$ cat src/design/ords_pkg.sv
package ords_pkg;

    // Field widths of the two stream channels.
    localparam int MODE_W    = 2;
    localparam int POS_W     = 8;
    localparam int REC_W     = 64;
    localparam int STATUS_W  = 2;
    localparam int COUNT_W   = 7;
    localparam int S_TDATA_W = 80;
    localparam int M_TDATA_W = 80;

    typedef enum logic [1:0] {
        MODE_ADD = 2'd0,
        MODE_GET = 2'd1,
        MODE_DEL = 2'd2
    } t_mode;

    typedef enum logic [1:0] {
        STATUS_OK   = 2'd0,
        STATUS_FULL = 2'd1,
        STATUS_NONE = 2'd2
    } t_status;

    typedef enum logic {
        S_IDLE = 1'b0,
        S_EXEC = 1'b1
    } t_state;

    // Per-cell control of the order list: load a new slot number, or take the
    // entry of the upper neighbor.
    typedef struct packed {
        logic load;
        logic shift;
    } t_cell_ctl;

endpackage

$ cat src/design/ords_cell.sv
module ords_cell
    import ords_pkg::*;
#(
    parameter int SW = 6
) (
    input  logic          i_clk,
    input  t_cell_ctl     i_ctl,
    input  logic [SW-1:0] i_new,
    input  logic [SW-1:0] i_next,
    output logic [SW-1:0] o_entry
);

    logic [SW-1:0] r_entry;

    // One entry of the order list. A delete pulls the neighbor's entry down.
    always_ff @(posedge i_clk) begin
        if (i_ctl.load) begin
            r_entry <= i_new;
        end else if (i_ctl.shift) begin
            r_entry <= i_next;
        end
    end

    assign o_entry = r_entry;

endmodule

$ cat config.mk
export PLATFORM = sky130hd
export DESIGN_NAME = ords_cell
export DESIGN_NICKNAME = d
export VERILOG_FILES = /design/src/design/ords_pkg.sv /design/src/design/ords_cell.sv
export SDC_FILE = /design/constraint.sdc
export NUM_CORES = 1
export LEC_CHECK = 0
export BUFFER_PORTS_ARGS = -buffer_cell sky130_fd_sc_hd__buf_4
export CAP_MARGIN = 15
export CORE_AREA = 8 8 45 47
export DETAILED_ROUTE_END_ITERATION = 7
export DIE_AREA = 0 0 53 55
export PLACE_DENSITY_LB_ADDON = 0.12
export SLEW_MARGIN = 20
export SYNTH_ARGS = -nofsm -noshare
export SYNTH_HDL_FRONTEND = slang
export SYNTH_SLANG_ARGS = --single-unit
$ cat constraint.sdc
create_clock -name i_clk -period 1.2 [get_ports i_clk]
set_input_delay 0.24 -clock i_clk [delete_from_list [all_inputs] [get_ports i_clk]]
set_output_delay 0.24 -clock i_clk [all_outputs]
set_load 0.02 [all_outputs]
== Word level (Yosys, flattened, before mapping) ==
Cells that the tools add are included.

* Multiplexer cells: 2
* Reduce and logical (&&, ||, !) cells: 1

{| class="wikitable"
|+ Operators with widths
! operator !! number
|-
| $mux W6 || 2
|-
| $reduce_bool A2 Y1 || 1
|}

* Bits in registers: 6
* Logic and storage cells: 4

== Depth between registers and ports, before layout ==
* Word-level depth: 2
* Mapped depth: 2
* Gate-level depth less buffers: 1

== Worst setup path after synthesis ==
OpenSTA, ideal clock, no wires.

* Path type: input-to-reg
* Start: in i_ctl[1] (netlist name)
* End: reg r_entry[0], in the netlist o_entry[0], enable pin
* Path slack: 272 ps
* Stages: 2
* Arrival: 655 ps
* Setup time: 273 ps
* Data required time: 927 ps
* Path buffers: 1
* Cell sequence: buf_6 or2_1

* Longest elaborated chain between the ends: 1

{| class="wikitable"
|+ RTL lines
! item !! line !! RTL
|-
| from (decl) || ords_cell.sv:7 || <nowiki>input t_cell_ctl i_ctl,</nowiki>
|-
| $reduce_bool A2 Y1 (no line) || -- ||
|-
| to (signal assigned) || ords_cell.sv:18 || <nowiki>r_entry <= i_new;</nowiki>
|-
| to (signal assigned) || ords_cell.sv:20 || <nowiki>r_entry <= i_next;</nowiki>
|-
| to (decl) || ords_cell.sv:13 || <nowiki>logic [SW-1:0] r_entry;</nowiki>
|}

Every way passes these cells.
A chain may end at the register's enable or synchronous reset.

== Final worst setup path ==
* Start: reg r_entry[3], in the netlist o_entry[3]
* End: out o_entry[3]

{| class="wikitable"
|+ RTL lines
! item !! line !! RTL
|-
| to (decl) || ords_cell.sv:10 || <nowiki>output logic [SW-1:0] o_entry</nowiki>
|}

No word-level cell between the ends.

==> metrics <==
status=finished clean; Slowest cell on crit path=edfxtp_1; initial DRC count=0; routed vias=196; Worst-Margin Slew=between 200 and 250 ps; Fin Hold WS=just over 300 ps; simple-gate share of the synthesized area=~2.2%; CTS buffer count=3; CTS resizes=0; final WL=around 600 um; Avg Cell Area, Syn=approximately 20 um2; total die area=2920 um2; Antenna Nets Post-Route=0; post-synthesis adder-cell area fraction=0%; Pwr Total=around 570 uW; Crit path max-delay family=flip-flops; CP max stage delay=360 ps; global router's overall resource usage=under 10%; WL/cell=between 10 and 15 um; largest net degree at the start of global routing=8; Final Hold Viols=0; total gr overflow=0; max reg flops=6; Worst setup EP type=output port; Synth Register Bits=6; TritonCTS clock tree=built; Die W=around 53 um; IO Count=21; Buf/Inv on CP=1; H-tree depth=1; most common cell after layout, fill and taps aside=buf_4; Syn Inst Count=14; Core Box Area=between 1000 and 1500 um2; # diodes=0; detail-routed via count per cell=roughly 3.8; power per cell area=~1200 nW/um2; nets@finish=53; maxcap violations=0; Final GP Congestion=0.670; CP startpoint kind=flop; Max Fclk=approximately 1000 MHz; arrival time at the worst endpoint=roughly 760 ps; Layout Utilization=between 30% and 40%; postcts setup bufs=0; initial antenna violation count=0; Synth Area in XOR/XNOR=0%; peak supply drop=0.000285 V; post-synthesis sequential area ratio=a little over three fifths; most frequent cells in the layout=buf_4 (20), mux2_4 (6), edfxtp_1 (6); CTS Root Cell=clkbuf_4; Synth Cell Area=~290 um2; total iterations of the first detailed-routing run=1; RSZ-0062 raised after global routing=false; compound-cell area share of the yosys netlist=0%; first-pass GRT wire length=approximately 920 um; Pleak=roughly 0.22 nW; Starting Density=approximately 21%; synth unique cells=4; IO buf count=20; Final min period=approximately 1000 ps; Die Y=roughly 55 um; hold_buf cts=0; synth warn=0; Synth Net Count=29; cell row count=14; CTS Buffer Depth=2; multiplexer area fraction after synthesis=roughly 31%; setup TNS=0 ps; Slew Viols, Final=0; min-delay worst type=primary input to flop; # DRC=0; Layout area overhead=63.0%; share of cells above drive strength 1=roughly four fifths; setup violators final=0; Setup CP Type=flop to output port; Crit Path Max Fanout=1; hold_sp=i_new[1]; worst rel slew slack=84.2%; CTS Sinks=6; Worst EP required=~960 ps; fin crit share=83.2%; Critical Path Source=o_entry[3]; Clock Pin Slew Worst Setup and Hold Paths=40 ps; CP Cell Sequence=buf_4; main combinational cell family by area after synthesis=multiplexers; vias in the first global route=roughly 230
## cell usage after synthesis
cell / n / area, um2
mux2_4: 6 / 90.1
buf_6: 1 / 11.3
or2_1: 1 / 6.26
edfxtp_1: 6 / 180
## cell type report
cell class	instances	area, um2
Timing Repair Buffer	20	150
Multi-Input combinational cell	7	96.3
Clock buffer	3	22.5
Sequential cell	6	180
Fill cell	153	915
Tap cell	16	20.0
## final timing paths
kind	end	slack, ps	depth (start not counted)
setup / recovery	o_entry[3]	200	1
hold / removal	o_entry[1]	300	2
## metal layers
layer | vias up | global-route usage, % | share of wire [%] | wire (um)
li1 | 97 | - | - | -
met1 | 81 | 4.03 | 32 | 194
met2 | 16 | 6.25 | 46 | 277
met3 | 2 | 2.41 | 19 | 111
met4 | 0 | 9.05 | 2.3 | 14
met5 | - | 0 | 0 | 0
## kinds of logic after synthesis
kind of cell	after synthesis
mux	6
flops	6
simple gates	1
buf+inv	1
## power breakdown
part           switching (mW)  total, mW  internal, mW
logic                  0.0554      0.135        0.0796
clock network          0.0607      0.173         0.112
registers             0.00525      0.264         0.258
## per-stage QoR
step | setup slack, ps | cells | area, um2
2_1_floorplan | 272 | 14 | 288
3_3_place_gp | 209 | 49 | 447
3_5_place_dp | 195 | 49 | 447
4_1_cts | 187 | 52 | 469
5_1_grt | 157 | 52 | 469
6_report | 202 | 52 | 469
Note: power is estimated with default switching activity, not from simulation.
