[config.mk]
export PLATFORM = sky130hd
export DESIGN_NAME = ords_free_enc
export DESIGN_NICKNAME = d
export VERILOG_FILES = /design/src/design/ords_free_enc.sv
export SDC_FILE = /design/constraint.sdc
export NUM_CORES = 1
export LEC_CHECK = 0
export BUFFER_PORTS_ARGS = -buffer_cell sky130_fd_sc_hd__buf_2
export CORE_UTILIZATION = 41
export DETAILED_ROUTE_END_ITERATION = 8
export PLACE_DENSITY = 0.75
export REMOVE_ABC_BUFFERS = 1
export SETUP_SLACK_MARGIN = 0.15
export SLEW_MARGIN = 30
export SYNTH_ARGS = -nofsm -noshare
export SYNTH_HDL_FRONTEND = slang
export SYNTH_SLANG_ARGS = --single-unit
[constraint.sdc]
create_clock -name i_clk -period 1.4 [get_ports i_clk]
set_clock_uncertainty 0.15 [all_clocks]
set_input_delay 0.14 -clock i_clk [delete_from_list [all_inputs] [get_ports i_clk]]
set_output_delay 0.14 -clock i_clk [all_outputs]
set_load 0.005 [all_outputs]
[src/design/ords_free_enc.sv]
module ords_free_enc #(
    parameter int MAX_RECORDS = 64,
    parameter int SW          = 6
) (
    input  logic                   i_clk,
    input  logic [MAX_RECORDS-1:0] i_used,
    output logic [SW-1:0]          o_slot
);

    localparam int NG = (MAX_RECORDS + 7) / 8;
    localparam int GW = (NG > 1) ? $clog2(NG) : 1;

    logic [NG*8-1:0]   used_pad;
    logic [NG-1:0]     grp_any;
    logic [2:0]        grp_idx [NG];
    logic [NG-1:0]     r_grp_any;
    logic [2:0]        r_grp_idx [NG];
    logic [GW+2:0]     slot_wide;

    // Slots past the end of the store count as used.
    genvar b;
    generate
        for (b = 0; b < NG * 8; b++) begin : g_pad
            if (b < MAX_RECORDS) begin : g_real
                assign used_pad[b] = i_used[b];
            end else begin : g_fill
                assign used_pad[b] = 1'b1;
            end
        end
    endgenerate

    // First level: lowest free bit inside each group of eight, registered.
    always_comb begin
        for (int g = 0; g < NG; g++) begin
            grp_any[g] = 1'b0;
            grp_idx[g] = 3'd0;
            for (int j = 7; j >= 0; j--) begin
                if (!used_pad[g*8 + j]) begin
                    grp_any[g] = 1'b1;
                    grp_idx[g] = 3'(j);
                end
            end
        end
    end

    always_ff @(posedge i_clk) begin
        r_grp_any <= grp_any;
        for (int g = 0; g < NG; g++) begin
            r_grp_idx[g] <= grp_idx[g];
        end
    end

    // Second level: lowest group that has a free slot.
    always_comb begin
        slot_wide = '0;
        for (int g = NG - 1; g >= 0; g--) begin
            if (r_grp_any[g]) begin
                slot_wide = {GW'(g), r_grp_idx[g]};
            end
        end
    end

    assign o_slot = slot_wide[SW-1:0];

endmodule

**After elaboration in Yosys (flattened, before gate mapping)**

Memories as Yosys holds them, arrays and structs flattened.
Cells that the tools add are included.

- Memory bits (writable): 24
- Register bits: 8
- Memories: 1
- Word-level logic and storage cells: 97

- Reduce and logical (&&, ||, !) cells: 8
- Multiplexer cells: 80

Memory list:

| name | words | width | rd ports | clocked after memory_dff | wr ports | line | text |
|---|---|---|---|---|---|---|---|
| r_grp_idx | 8 | 3 | 8 | 0 | 8 | 17 | `logic [2:0] r_grp_idx [NG];` |

Operators by type and width:

| kind | number |
|---|---|
| 2-to-1 mux 3 bit | 64 |
| AND reduction 7 bit | 8 |
| 2-to-1 mux 6 bit | 8 |
| 2-to-1 mux 1 bit | 8 |

**Longest topological paths before layout**

Gate-level depths: netlist of run 1.

- Word-level depth: 8
- Depth in mapped cells: 4
- Depth with buffers taken out: 4

**Least setup slack after synthesis of run 1**

OpenSTA, ideal clock, no wires.

- Path type: reg-to-output
- Start: reg r_grp_any[5]
- End: out o_slot[0]
- Arrival time: 1.165 ns
- Setup slack: -0.055 ns
- Cell stages (with the launch flop): 5
- Path buffers: 0
- Cell sequence: dfxtp_1 -> or2b_2 -> o22ai_1 -> or4_1 -> a31oi_1

- Cells in the longest elaborated chain, start to end: 6

Ends and longest elaborated chain:

| what | line | text |
|---|---|---|
| start: declaration | 16 | `logic [NG-1:0] r_grp_any;` |
| start signal: assignment | 47 | `r_grp_any <= grp_any;` |
| 2-to-1 mux 6 bit (6 in series) | 57 | `if (r_grp_any[g]) begin` |
| end: declaration | 7 | `output logic [SW-1:0] o_slot` |

No other way between the ends.

**Final worst setup path of run 1**

- Start: reg r_grp_any[5]
- End: out o_slot[1]

The elaborated chain is that of the path after synthesis.

==> flow_summary.yaml, run 1 <==
run_status:
  status: "finished, violations left"
  failed_checks: "negative setup slack"
timing:
  timing.hold.ws_ns: 0.406
  layout_min_cycle_time_ns: 2.00
  setup_slack_ns: -0.600
  relSlewSlack_pct: 83.0
  worst_slew_pin_slew_ns: 0.254
  fmax_ghz: 0.500
  setup_viol_count_final: 6
  min_period_over_period_pct: 143
  final-hold-violation-count: 0
  rsz0062_at_grt: "true"
  slew_violations: 0
synth:
  yosys.area.top_type_share_pct: 44.2
  syn_inst: 188
  ys_warn_count: 0
  synthArstFlopShare_pct: 0
  synth_area_um2: 1450
  avgSynthCellArea_um2: 7.71
  synth_enable_flop_cells: 0
  synth_area_leaders: "dfxtp_1 44%, nand2_1 11%, o22ai_1 6.0%"
  seq_area_frac_synth_pct: 44.2
  synth_top_area_cell: "dfxtp_1"
  yosys_register_bits: 32
  yosysUniqueCellTypes: 23
  ys.flop_type: "dfxtp_1"
final_layout:
  stdcell_area_um2: 2640
  drive_gt1_share_pct: 26.6
  layout_commonest_cell: "buf_2"
  antenna_cells: 0
  layout.nets: 398
  final_cell_mix: "70 x buf_2, 64 x dlygate4sd3_1, 42 x nand2_1, 29 x dfxtp_1, 19 x inv_1"
  fillCellCount: 236
  area_growth_pct: 81.7
clock_tree:
  htreeDepth: 2
  clock-root-buffer: "clkbuf_4"
  clk_pin_slew_worst_paths_ns: 0.10
  clockBufferDepth: 2
  numCtsBuffers: 5
  cts_tree: "built"
  clkSinkCount: 32
floorplanning:
  fp-row-count: 21
  top_level_ports: 71
  die-area_um2: 3780
  die_h_um: 61.5
  start_util_pct: 43.1
  dieWidth_um: 61.5
  core-area_um2: 3360
global_route:
  grt_first_pass_wirelength_mm: 6.58
  grt.total_usage_pct: 23.8
  grt_pass1_vias: 1762
  antenna_found_initial: 0
  grt-ovfl-total: 0
  grt_max_degree: 11
setup_path:
  end_kind: "output pin"
  path_max_fanout: 3
  required_ns: 1.11
  crit_arrival_ns: 1.71
  critPathKind: "reg -> out"
  cp-start-kind: "register"
route:
  dr.pass1.iters: 4
  post_drt_wl_per_cell_um: 11.5
  drt_iter0_markers: 93
  route.vias.total: 1867
  wl_mm: 4.36
  ant_nets: 0
  viasPerCell: 4.91
  drc: 0
placement:
  place.gp.congestion: 0.715
  dp_hpwl_mm: 2.59
  postPlaceCellArea_um2: 1890
  port_buffers: 70
flow_run:
  drv_cap: 0
pwr:
  p_total_w: 0.00213
  p_per_area_nw_per_um2: 807
  p_clk_share_pct: 36.4
  sw_frac_of_total_pct: 21.9
  p_int_w: 0.00166
  leakage_nw: 1.23
  combPwrFrac_pct: 18.4
  peakVddDrop_v: 0.000556
  switching_power_w: 0.000465
  seqPwrFrac_pct: 45.2
min_path:
  hold_class: "in -> reg"
-- final cells by class --
class                           count  area [µm²]  share of cell area, %
Tap cell                           46        57.6                   2.18
Clock buffer                        7        65.1                   2.47
Clock inverter                      1        30.0                   1.14
Multi-Input combinational cell    136         734                   27.9
Timing Repair Buffer              139        1030                   39.2
Sequential cell                    32         644                   24.5
Inverter                           19        71.3                   2.71
-- cells by family after synthesis --
family,synth area share (%)
buf+inv,5.18
flops,44.2
simple gates,25.2
compound gates,25.5
-- power by group through the flow --
stage	Clock (W)	Combinational [W]	Sequential (W)
3_3_place_gp	0	0.000237	0.000984
6_report	0.000774	0.000391	0.000962
4_1_cts	0.000787	0.000378	0.000962
2_1_floorplan	0	0.0000975	0.000978
3_5_place_dp	0	0.000241	0.000983
5_1_grt	0.000833	0.000435	0.000966
-- metal layers --
metal  wire [µm]  vias to the layer above  share of wire [%]  global-route usage, %
met5           0                        -                  0                      0
met4          83                        0                1.9                   11.1
met3         230                       12                5.3                   5.67
met2        2370                       60                 54                   48.3
met1        1680                      829                 39                   21.8
li1            -                      966                  -                      -
-- final timing paths --
path / cells past startpoint / to / from
worst max-delay path: 5 / o_slot[1] / r_grp_any[5]
worst min-delay path: 3 / r_grp_idx[0][0] / i_used[1]
-- critical path, cell delays in order (launching register included) --
cell	delay [ns]
dfxtp_2	0.33
or2b_2	0.17
o22ai_1	0.07
or4_1	0.47
a31oi_1	0.20
buf_2	0.14
-- flip-flops by register name (all words and copies together), names as in the netlist --
name / cells
r_grp_any: 8
r_grp_idx: 24
-- cells in the mapped netlist, types with 8 or more instances --
cell      instances
a31oi_1          11
o22ai_1          14
a21boi_0          8
o21ai_0          10
inv_1            19
nor2_1           16
nand2_1          42
dfxtp_1          32
-- stage by stage --
step                      setup TNS (ns)  std cells  utilization (%)  worst slack [ns]
after detailed placement          -0.783        308             56.3            -0.238
after global routing               -3.34        380             78.3            -0.690
after floorplan                   -0.164        187                -           -0.0546
after global placement            -0.676        308             56.3            -0.198
final                              -2.86        380             78.3            -0.600
after CTS                          -2.89        380             78.3            -0.597
-- repair_timing --
action / 4_1_cts / 5_1_grt
setup endpoints to repair: 6 / 8
buffers inserted: 0 / 0
endpoints found under the hold margin: 32 / 0
hold buffers: 64 / 0
pin swaps: 4 / 3
resized for setup: 3 / 4
Power figures use the tool's default switching activity.
==> run 2, diff against run 1 <==
--- a/config.mk
+++ b/config.mk
@@ -5,10 +5,11 @@
 export SDC_FILE = /design/constraint.sdc
 export NUM_CORES = 1
 export LEC_CHECK = 0
+export ABC_AREA = 1
 export BUFFER_PORTS_ARGS = -buffer_cell sky130_fd_sc_hd__buf_2
-export CORE_UTILIZATION = 41
+export CORE_UTILIZATION = 42
 export DETAILED_ROUTE_END_ITERATION = 8
-export PLACE_DENSITY = 0.75
+export PLACE_DENSITY = 0.76
 export REMOVE_ABC_BUFFERS = 1
 export SETUP_SLACK_MARGIN = 0.15
 export SLEW_MARGIN = 30
==> flow_summary.yaml, run 2 <==
final_layout:
  reg_top3: "r_grp_idx x24, r_grp_any x8"
  largest_reg_flops: 24
  drive_gt1_share_pct: 26.9
  layout.nets: 417
  fillCellCount: 257
  area_growth_pct: 60.8
  final_cell_mix: "73 x nand2_1, 70 x buf_2, 40 x dlygate4sd3_1, 30 x inv_1, 25 x dfxtp_1"
  layout_commonest_cell: "nand2_1"
  area.sequential_um2: 657
  fin_util_pct: 73.2
  fin_cells: 399
  top_register: "r_grp_idx"
  antenna_cells: 0
  multi_input_area_um2: 792
placement:
  port_buffers: 70
  place.gp.congestion: 0.783
  placed_cells: 346
  dp_hpwl_mm: 2.55
floorplanning:
  top_level_ports: 71
  dieWidth_um: 63.1
  core-area_um2: 3440
  start_util_pct: 45.5
  fp-row-count: 21
  die-area_um2: 3980
  die_h_um: 63.1
setup_path:
  crit_arrival_ns: 1.30
  cp-start-kind: "register"
  cp_slowest_stage_delay_ns: 0.35
  crit_slowest_cell: "dfxtp_4"
  required_ns: 1.11
  crit_top_cell: "nand2_1"
  crit_chain: "or2_4 -> nor2_1 -> nand2_1 -> nand2_1 -> nand2_1 -> nand2_1 -> buf_2"
  critPathKind: "reg -> out"
  path_max_fanout: 5
  end_kind: "output pin"
pwr:
  p_clk_share_pct: 35.1
  leakage_nw: 1.29
  p_per_area_nw_per_um2: 791
  p_int_w: 0.00154
  seqPwrFrac_pct: 47.9
  p_total_w: 0.00199
  peakVddDrop_v: 0.000494
  switching_power_w: 0.000452
  combPwrFrac_pct: 17.0
  sw_frac_of_total_pct: 22.7
route:
  drc: 0
  drt_iter0_markers: 72
  dr.pass1.iters: 4
  ant_nets: 0
  post_drt_wl_per_cell_um: 10.4
  wl_mm: 4.16
  viasPerCell: 4.72
  route.vias.total: 1884
synth:
  seq_area_frac_synth_pct: 40.9
  yosys_register_bits: 32
  yosysUniqueCellTypes: 19
  synthArstFlopShare_pct: 0
  synth_top_area_cell: "dfxtp_1"
  synth_common_cells: "73 x nand2_1, 32 x dfxtp_1, 31 x inv_1, 22 x nor2_1"
  ys.flop_type: "dfxtp_1"
  synth_most_common_cell: "nand2_1"
  syn_inst: 233
  yosys.area.top_type_share_pct: 40.9
  ys_warn_count: 0
  synth_enable_flop_cells: 0
  synth_area_leaders: "dfxtp_1 41%, nand2_1 17%, inv_1 7.4%"
  avgSynthCellArea_um2: 6.72
  synth_area_um2: 1570
clock_tree:
  clock-root-buffer: "clkbuf_8"
  clk_pin_slew_worst_paths_ns: 0.06
  clockBufferDepth: 2
  clkSinkCount: 32
  cts_tree: "built"
  htreeDepth: 2
  numCtsBuffers: 5
timing:
  layout_min_cycle_time_ns: 1.59
  final-hold-violation-count: 0
  min_period_over_period_pct: 113
  worst_slew_pin_slew_ns: 0.301
  fmax_ghz: 0.630
  rsz0062_at_grt: "true"
  setup_slack_ns: -0.188
  setup_viol_count_final: 6
  slew_violations: 0
  relSlewSlack_pct: 79.9
global_route:
  grt_first_pass_wirelength_mm: 7.12
  grt.total_usage_pct: 22.3
  antenna_found_initial: 0
  grt_pass1_vias: 1882
  grt_max_degree: 10
  grt-ovfl-total: 0
min_path:
  holdPathEnd: "r_grp_idx[0][1]"
  worst_hold_startpoint: "i_used[4]"
  holdPathStages: 3
  hold_class: "in -> reg"
run_status:
  status: "finished, violations left"
  failed_checks: "negative setup slack"
flow_run:
  drv_cap: 0
==> run 2: worst max-delay path by stage <==
stage / start / to / slack (ns) / cells past startpoint
detailed placement: r_grp_any[2] / o_slot[2] / 0.08 / 7
floorplan: r_grp_any[2] / o_slot[0] / 0.23 / 6
finish: r_grp_any[3] / o_slot[2] / -0.19 / 7
global placement: r_grp_any[2] / o_slot[1] / 0.1 / 7
global route: r_grp_any[6] / o_slot[0] / -0.31 / 10
CTS: r_grp_any[2] / o_slot[2] / -0.19 / 7
==> run 2: power groups by stage <==
stage	combinational [W]	sequential (W)	clock (W)
after floorplan	0.0000943	0.000974	0
after global placement	0.000226	0.000979	0
after detailed placement	0.000231	0.000978	0
after CTS	0.000320	0.000959	0.000711
after global routing	0.000382	0.000956	0.000749
final	0.000338	0.000953	0.000700
==> run 2: cell families (layout without fill, tap and decap cells) <==
| group | count (synthesis) | after routing | synth area share, % |
|---|---|---|---|
| AND/OR/NAND/NOR | 123 | 123 | 33.1 |
| AO/OA/AOI/OAI | 42 | 42 | 16.5 |
| flip-flops | 32 | 32 | 40.9 |
| buffers and inverters | 36 | 156 | 9.42 |
==> run 2: stage by stage <==
stage | TNS, ns | cell area [µm²] | setup WS [ns] | hold slack (ns)
2_1_floorplan | 0 | 1540 | 0.234 | 0.0950
3_3_place_gp | 0 | 1950 | 0.0991 | 0.212
3_5_place_dp | 0 | 1950 | 0.0773 | 0.211
4_1_cts | -0.930 | 2480 | -0.190 | 0.00433
5_1_grt | -1.42 | 2520 | -0.312 | 0.0255
6_report | -0.904 | 2520 | -0.188 | 0.00846
==> run 2: final cells by class <==
type | instances | area share, %
Tap cell | 46 | 2.29
Multi-Input combinational cell | 165 | 31.4
Clock buffer | 8 | 3.58
Inverter | 33 | 4.92
Sequential cell | 32 | 26.1
Timing Repair Buffer | 115 | 31.7
==> run 2: worst max-delay path, delay by kind of cell, from the launching register on <==
family                 cells  cell delay, ns
flip-flops                 1            0.35
AND/OR/NAND/NOR            6            0.56
buffers and inverters      1            0.10
==> run 2: per-layer routing <==
| metal | track usage, % | share of wire, % |
|---|---|---|
| met4 | 7.56 | 1.4 |
| met2 | 44.1 | 55 |
| met3 | 4.89 | 4.3 |
| met5 | 0 | 0 |
| met1 | 22.3 | 39 |
==> run 2: timing repair <==
action                     CTS  global route
hold buffers                42             0
resized for setup            8            16
pin swaps                    1             6
setup endpoints to repair    6            10
hold endpoints to repair    25             0
buffers inserted             1             2
